File: src/design/mepc_pkg.sv
`timescale 1ns / 1ps
package mepc_pkg;

  // largest frame side the counters cover
  localparam int MAX_DIM = 4096;
  localparam int DIM_W   = $clog2(MAX_DIM);
  localparam int CFG_W   = 13;
  localparam int PIX_W   = 8;
  localparam int IDX_W   = 2;
  localparam int SUM_W   = DIM_W + 2;

  // register indexes
  localparam logic [IDX_W-1:0] REG_FRAME_WIDTH  = 2'd0;
  localparam logic [IDX_W-1:0] REG_FRAME_HEIGHT = 2'd1;

  localparam logic [CFG_W-1:0] FRAME_WIDTH_RST  = 13'd640;
  localparam logic [CFG_W-1:0] FRAME_HEIGHT_RST = 13'd480;

  // one configuration beat
  typedef struct packed {
    logic             valid;
    logic [IDX_W-1:0] index;
    logic [CFG_W-1:0] data;
  } cfg_wr_t;

  // one frame result
  typedef struct packed {
    logic [DIM_W-1:0] center_row;
    logic [DIM_W-1:0] center_col;
    logic             found;
  } res_t;

  // zero counts as one, oversize counts as the maximum
  function automatic logic [CFG_W-1:0] clamp_dim(input logic [CFG_W-1:0] v);
    logic [CFG_W-1:0] r;
    r = v;
    if (v == '0) r = CFG_W'(1);
    else if (v > CFG_W'(MAX_DIM)) r = CFG_W'(MAX_DIM);
    return r;
  endfunction

endpackage

File: src/design/mepc_tracker.sv
`timescale 1ns / 1ps
module mepc_tracker (
  input  logic                      clk,
  input  logic                      rst,
  input  mepc_pkg::cfg_wr_t         cfg_wr,
  input  logic                      step,
  input  logic [mepc_pkg::PIX_W-1:0] pix,
  output logic                      frame_end,
  output mepc_pkg::res_t            res
);
  import mepc_pkg::*;

  logic [CFG_W-1:0] frame_width, frame_height;
  logic [CFG_W-1:0] w, h;

  logic [DIM_W-1:0] row_count, col_count;
  logic             any_hit;
  logic [DIM_W-1:0] top_row, bottom_row, left_col, right_col;
  logic [DIM_W-1:0] first_hit_col, last_hit_col, left_col_row, right_col_row;

  logic             any_hit_next;
  logic [DIM_W-1:0] top_row_next, bottom_row_next, left_col_next, right_col_next;
  logic [DIM_W-1:0] first_hit_col_next, last_hit_col_next;
  logic [DIM_W-1:0] left_col_row_next, right_col_row_next;

  logic             fg, end_col, end_row;
  logic [SUM_W-1:0] sum_row, sum_col;

  // size registers
  always_ff @(posedge clk) begin
    if (rst) begin
      frame_width  <= FRAME_WIDTH_RST;
      frame_height <= FRAME_HEIGHT_RST;
    end else if (cfg_wr.valid) begin
      unique case (cfg_wr.index)
        REG_FRAME_WIDTH:  frame_width  <= cfg_wr.data;
        REG_FRAME_HEIGHT: frame_height <= cfg_wr.data;
        default: ;
      endcase
    end
  end

  assign w = clamp_dim(frame_width);
  assign h = clamp_dim(frame_height);

  // end of row / frame for the current position
  assign end_col   = ({1'b0, col_count} + CFG_W'(1)) >= w;
  assign end_row   = ({1'b0, row_count} + CFG_W'(1)) >= h;
  assign frame_end = end_col && end_row;

  // extremes including the current pixel
  assign fg = |pix;
  always_comb begin
    any_hit_next       = any_hit;
    top_row_next       = top_row;
    bottom_row_next    = bottom_row;
    left_col_next      = left_col;
    right_col_next     = right_col;
    first_hit_col_next = first_hit_col;
    last_hit_col_next  = last_hit_col;
    left_col_row_next  = left_col_row;
    right_col_row_next = right_col_row;
    if (fg) begin
      if (!any_hit) begin
        top_row_next       = row_count;
        first_hit_col_next = col_count;
        left_col_next      = col_count;
        right_col_next     = col_count;
      end
      bottom_row_next   = row_count;
      last_hit_col_next = col_count;
      // ties count as a hit
      if (col_count <= left_col_next) begin
        left_col_next     = col_count;
        left_col_row_next = row_count;
      end
      if (col_count >= right_col_next) begin
        right_col_next     = col_count;
        right_col_row_next = row_count;
      end
      any_hit_next = 1'b1;
    end
  end

  // centre: truncated mean of four values
  assign sum_row = SUM_W'(top_row_next) + SUM_W'(bottom_row_next)
                 + SUM_W'(left_col_row_next) + SUM_W'(right_col_row_next);
  assign sum_col = SUM_W'(left_col_next) + SUM_W'(right_col_next)
                 + SUM_W'(first_hit_col_next) + SUM_W'(last_hit_col_next);

  always_comb begin
    res.found      = any_hit_next;
    res.center_row = any_hit_next ? sum_row[SUM_W-1:2] : '0;
    res.center_col = any_hit_next ? sum_col[SUM_W-1:2] : '0;
  end

  // per-frame state
  always_ff @(posedge clk) begin
    if (rst || (step && frame_end)) begin
      row_count     <= '0;
      col_count     <= '0;
      any_hit       <= 1'b0;
      top_row       <= '0;
      bottom_row    <= '0;
      left_col      <= '0;
      right_col     <= '0;
      first_hit_col <= '0;
      last_hit_col  <= '0;
      left_col_row  <= '0;
      right_col_row <= '0;
    end else if (step) begin
      any_hit       <= any_hit_next;
      top_row       <= top_row_next;
      bottom_row    <= bottom_row_next;
      left_col      <= left_col_next;
      right_col     <= right_col_next;
      first_hit_col <= first_hit_col_next;
      last_hit_col  <= last_hit_col_next;
      left_col_row  <= left_col_row_next;
      right_col_row <= right_col_row_next;
      if (end_col) begin
        col_count <= '0;
        row_count <= row_count + DIM_W'(1);
      end else begin
        col_count <= col_count + DIM_W'(1);
      end
    end
  end

endmodule

File: src/design/mepc_out.sv
`timescale 1ns / 1ps
module mepc_out (
  input  logic                       clk,
  input  logic                       rst,
  input  logic                       load,
  input  mepc_pkg::res_t             res,
  input  logic                       out_stall,
  output logic                       out_valid,
  output logic                       out_free,
  output logic [mepc_pkg::DIM_W-1:0] center_row,
  output logic [mepc_pkg::DIM_W-1:0] center_col,
  output logic                       found
);
  import mepc_pkg::*;

  res_t held;

  // slot can take a new result this cycle
  assign out_free = !out_valid || !out_stall;

  always_ff @(posedge clk) begin
    if (rst) begin
      out_valid <= 1'b0;
    end else if (load) begin
      out_valid <= 1'b1;
    end else if (!out_stall) begin
      out_valid <= 1'b0;
    end
  end

  always_ff @(posedge clk) begin
    if (load) begin
      held <= res;
    end
  end

  assign center_row = held.center_row;
  assign center_col = held.center_col;
  assign found      = held.found;

endmodule

File: src/design/mask_extreme_point_center.sv
`timescale 1ns / 1ps
// Centre of a binary mask's extreme points. Mask pixels arrive in raster order,
// one per beat, and a new pixel is taken every clock unless the input stalls.
// Each pixel is first registered, then folded into the frame's running extremes
// when the input register passes it on; at the last pixel of a frame the centre
// goes to the output register and the result is valid there. Pixels keep
// flowing while a result waits downstream; input stalls only when a frame's
// last pixel meets a result that has not yet been taken. Frame size registers
// (index 0 width, index 1 height) must be written by the user only while the
// block is idle, unchecked by the block; zero reads as one, above 4096 as 4096.
module mask_extreme_point_center (
  input  logic                       clk,
  input  logic                       rst,
  // configuration
  input  logic                       cfg_valid,
  output logic                       cfg_ready,
  input  logic [mepc_pkg::IDX_W-1:0] cfg_index,
  input  logic [mepc_pkg::CFG_W-1:0] cfg_data,
  // pixel stream
  input  logic                       in_valid,
  output logic                       in_stall,
  input  logic [mepc_pkg::PIX_W-1:0] pixel,
  // result stream
  output logic                       out_valid,
  input  logic                       out_stall,
  output logic [mepc_pkg::DIM_W-1:0] center_row,
  output logic [mepc_pkg::DIM_W-1:0] center_col,
  output logic                       found
);
  import mepc_pkg::*;

  cfg_wr_t          cfg_wr;
  logic             in_reg_valid;
  logic [PIX_W-1:0] in_reg_pix;
  logic             frame_end, out_free, consume, load_in;
  res_t             res;

  assign cfg_ready    = 1'b1;
  assign cfg_wr.valid = cfg_valid && cfg_ready;
  assign cfg_wr.index = cfg_index;
  assign cfg_wr.data  = cfg_data;

  // held pixel moves on unless it closes a frame and the output is blocked
  assign consume  = in_reg_valid && (!frame_end || out_free);
  assign load_in  = !in_reg_valid || consume;
  assign in_stall = !load_in;

  // input register
  always_ff @(posedge clk) begin
    if (rst) begin
      in_reg_valid <= 1'b0;
    end else if (load_in) begin
      in_reg_valid <= in_valid;
    end
  end

  always_ff @(posedge clk) begin
    if (load_in && in_valid) begin
      in_reg_pix <= pixel;
    end
  end

  mepc_tracker u_tracker (
    .clk       (clk),
    .rst       (rst),
    .cfg_wr    (cfg_wr),
    .step      (consume),
    .pix       (in_reg_pix),
    .frame_end (frame_end),
    .res       (res)
  );

  mepc_out u_out (
    .clk        (clk),
    .rst        (rst),
    .load       (consume && frame_end),
    .res        (res),
    .out_stall  (out_stall),
    .out_valid  (out_valid),
    .out_free   (out_free),
    .center_row (center_row),
    .center_col (center_col),
    .found      (found)
  );

  // an empty frame reports a zero centre
  assert property (@(posedge clk) disable iff (rst)
    (out_valid && !found) |-> (center_row == '0 && center_col == '0))
    else $error("empty frame with nonzero centre");

  // input only stalls behind a blocked result
  assert property (@(posedge clk) disable iff (rst)
    in_stall |-> (out_valid && out_stall && in_reg_valid && frame_end))
    else $error("input stalled without a blocked result");

  // an accepted pixel is held in the input register next cycle
  assert property (@(posedge clk) disable iff (rst)
    (in_valid && !in_stall) |=> in_reg_valid)
    else $error("accepted pixel lost");

  // a frame's result is never written over an untaken one
  assert property (@(posedge clk) disable iff (rst)
    (consume && frame_end) |-> out_free)
    else $error("result overwritten");

endmodule
File: config.mk
export PLATFORM = sky130hd
export DESIGN_NAME = mask_extreme_point_center
export DESIGN_NICKNAME = d
export VERILOG_FILES = /design/src/design/mepc_pkg.sv /design/src/design/mepc_tracker.sv /design/src/design/mepc_out.sv /design/src/design/mask_extreme_point_center.sv
export SDC_FILE = /design/constraint.sdc
export NUM_CORES = 1
export LEC_CHECK = 0
export BUFFER_PORTS_ARGS = -buffer_cell sky130_fd_sc_hd__buf_2
export CAP_MARGIN = 25
export CELL_PAD_IN_SITES_DETAIL_PLACEMENT = 0
export CELL_PAD_IN_SITES_GLOBAL_PLACEMENT = 2
export CORE_ASPECT_RATIO = 0.7
export CORE_MARGIN = 5
export CORE_UTILIZATION = 42
export CTS_BUF_LIST = sky130_fd_sc_hd__clkbuf_4 sky130_fd_sc_hd__clkbuf_8
export DETAILED_ROUTE_END_ITERATION = 10
export PLACE_DENSITY = 0.95
export SYNTH_ARGS = -nofsm -noshare
export SYNTH_HDL_FRONTEND = slang
export SYNTH_SLANG_ARGS = --single-unit
File: constraint.sdc
create_clock -name clk -period 19.69 [get_ports clk]
set_input_delay 0.9845 -clock clk [delete_from_list [all_inputs] [get_ports clk]]
set_output_delay 0.9845 -clock clk [all_outputs]
set_load 0.01 [all_outputs]
==> reports/metrics.csv <==
metric;value;unit
Post-Layout Cell Count;1849;
Routed WL;30400;µm
Slew headroom;38.8;%
yosys warns;0;
Syn Nets;1620;
CTS buffer count;17;
largest cells by area after synthesis;dfxtp_1, ha_1, edfxtp_1;
CTS tree;built;
Placer Congestion;0.835;
vias per std cell;5.43;
dpl hpwl;21900;µm
I/O Pins;56;
CP required;19.95;ns
first-pass GRT wire length;50400;µm
number of synthesized flops with an enable pin;33;
crit share post-route;35.5;%
Cell Rows;51;
Detailed Routing Iterations Pass 1;5;
# DRC;0;
# Post-CTS Setup Buffers;0;
minimum clock period;6.99;ns
Hold WS;0.473;ns
HP Class;reg -> reg;
grt total ovfl;0;
Main synth FF type;dfxtp_1;
Chip Width;212;µm
die area;32100;µm²
vias in the first global route;9533;
Clock Sinks;182;
Core Util, Final;46.4;%
Final setup viols;0;
worst-margin pin slew;0.915;ns
critical path arrival;7.24;ns
area fraction of the dominant cell type after synthesis;24.9;%
Crit Path Class;reg -> reg;
largest net degree at the start of global routing;78;
Core Footprint;27900;µm²
# resized after CTS;0;
H-Tree Depth;4;
Fin Setup TNS;0;ns
Clk pin slew, worst setup/hold paths;0.11;ns
finished layout cell area;13000;µm²
Yosys reg bits;182;
global-route usage over all layers;19.4;%
Starting Density;42.9;%
Slew Limit Fails;0;
Post-CTS Hold Buffers;0;
Iteration-0 DRC Markers;765;
PD cells;65.8;nW/µm²
clk_skew;0.0156;ns
outcome;finished clean;
Die Height;151;µm
max incr delay on CP;0.64;ns
Post-DRT Antenna Nets;0;
Pleak;0.00589;µW
Root Buffer;clkbuf_8;
CP max stage cell;dfxtp_1;
area delta synth->final;8.23;%
final hold viol count;0;
# nets final;1617;
ys async rst share;0;%
vias after detailed routing;10000;
Setup crit end kind;flip-flop;
fmax;143;MHz
maxcap violations;0;
peak supply drop;0.0000392;V
initial antenna violation count;0;
share of post-route cells with drive strength above 1;11.9;%
Synth area leader;dfxtp_1;
RSZ-0062 raised after global routing;no;
port buffer count;54;
Max clock buf depth;2;
synthesized area per cell;8.17;µm²
CP max FO;17;
Placed Cells incl. Taps;1816;
WL per Instance;16.4;µm
Yosys cell types;77;
mapped cell area;12000;µm²
# diodes;0;
Skew-Pair Late Insertion Delay;0.51;ns
DP Area;12500;µm²
cells after synthesis;1468;
type of origin of the critical path;flip-flop;
Worst R2R Setup Slack;12.70;ns
post-synthesis sequential area ratio;33.1;%
==> metrics by stage <==
step	total power [µW]	setup WS (ns)
finish	854	12.70
global route	902	12.19
CTS	865	12.73
detailed placement	584	12.82
global placement	580	12.91
floorplan	540	12.75
==> state kept, by name, summed over array words and instances, names as in the netlist <==
name / cells
u_out.center_row: 12
u_out.center_col: 12
u_tracker.left_col: 12
u_tracker.top_row: 12
u_tracker.left_col_row: 12
u_tracker.last_hit_col: 12
u_tracker.any_hit: 1
in_reg_valid: 1
u_tracker.frame_height: 13
u_tracker.col_count: 12
in_reg_pix: 8
u_tracker.frame_width: 13
u_tracker.right_col_row: 12
u_tracker.first_hit_col: 12
u_tracker.right_col: 12
u_tracker.bottom_row: 12
u_out.found: 1
u_tracker.row_count: 12
u_out.out_valid: 1
==> layout by cell type (no fill, tap or decap), types with 6 or more instances in the layout <==
cell	count
a211oi_1	15
a21boi_0	8
a21o_1	20
a21oi_1	96
and2_1	6
and3_1	18
buf_2	54
buf_4	13
clkbuf_8	17
dfxtp_1	149
edfxtp_1	33
fa_1	26
ha_1	98
inv_1	45
mux2_2	50
mux2i_1	12
nand2_1	195
nand2b_1	9
nand3_1	29
nand4_1	11
nor2_1	226
nor2b_1	19
nor3_1	107
o21a_1	11
o21ai_0	41
or3_1	8
xnor2_1	24
xor2_1	29
==> area by class of cell <==
class	instances	area, µm²
clock buffers	17	234
clock inverters	15	189
fillers	2788	15000
inverters	46	173
multi-input cells	1149	7530
flip-flops and latches	182	3970
well taps	371	464
repair buffers	69	415
==> synth_stat cells, types with 24 or more instances <==
master,count
fa_1,26
nor2_1,226
clkbuf_1,71
xor2_1,29
nand2_1,196
mux2_2,50
inv_1,45
a21oi_1,96
ha_1,98
dfxtp_1,149
edfxtp_1,33
nand3_1,29
nor3_1,107
xnor2_1,24
o21ai_0,41
==> kinds of logic (layout without fill, tap and decap cells) <==
group	Yosys count	after routing	synth area share [%]
adder cells (fa/ha/maj)	124	124	14.6
buffers and inverters	137	147	4.35
flip-flops	182	182	33.1
multiplexers	62	62	5.70
other	1	1	0.0313
XOR/XNOR	53	53	3.87
AND/OR/NAND/NOR	650	650	24.0
AO/OA/AOI/OAI	259	259	14.4
==> layer usage <==
metal  vias up  part of all wire (%)  global-route usage [%]  wire [µm]
li1       5121                     -                       -          -
met1      4763                    51                    27.7      15400
met2       131                    45                    31.3      13700
met3        30                   2.8                    2.40        838
met4         0                   1.4                    5.21        415
met5         -                     0                       0          0
==> report_power, final <==
part | switching, µW | leakage (µW) | internal [µW] | total (µW)
logic | 100 | 0.00415 | 63.8 | 164
clock network | 160 | 0.000218 | 119 | 279
registers | 12.5 | 0.00152 | 399 | 412
total | 273 | 0.00589 | 582 | 854
==> worst paths after layout <==
| kind | startpoint | endpoint | cells past startpoint |
|---|---|---|---|
| worst max-delay path | u_tracker.col_count[5] | u_out.center_col[9] | 27 |
| worst min-delay path | u_tracker.first_hit_col[0] | u_tracker.first_hit_col[0] | 2 |
| worst max register to register | u_tracker.col_count[5] | u_out.center_col[9] | 27 |
| worst min register to register | u_tracker.first_hit_col[0] | u_tracker.first_hit_col[0] | 2 |
==> worst max-delay path: cells and delay by family, from the launching register on <==
family / cells / cell delay (ns)
AOI/OAI and AO/OA: 13 / 2.71
buffers and inverters: 2 / 0.26
muxes: 1 / 0.40
xor gates and xnor gates: 1 / 0.16
DFF: 1 / 0.64
and+or+nand+nor: 6 / 1.15
adders and majority gates: 4 / 1.41
(Power assumes the default switching activity.)
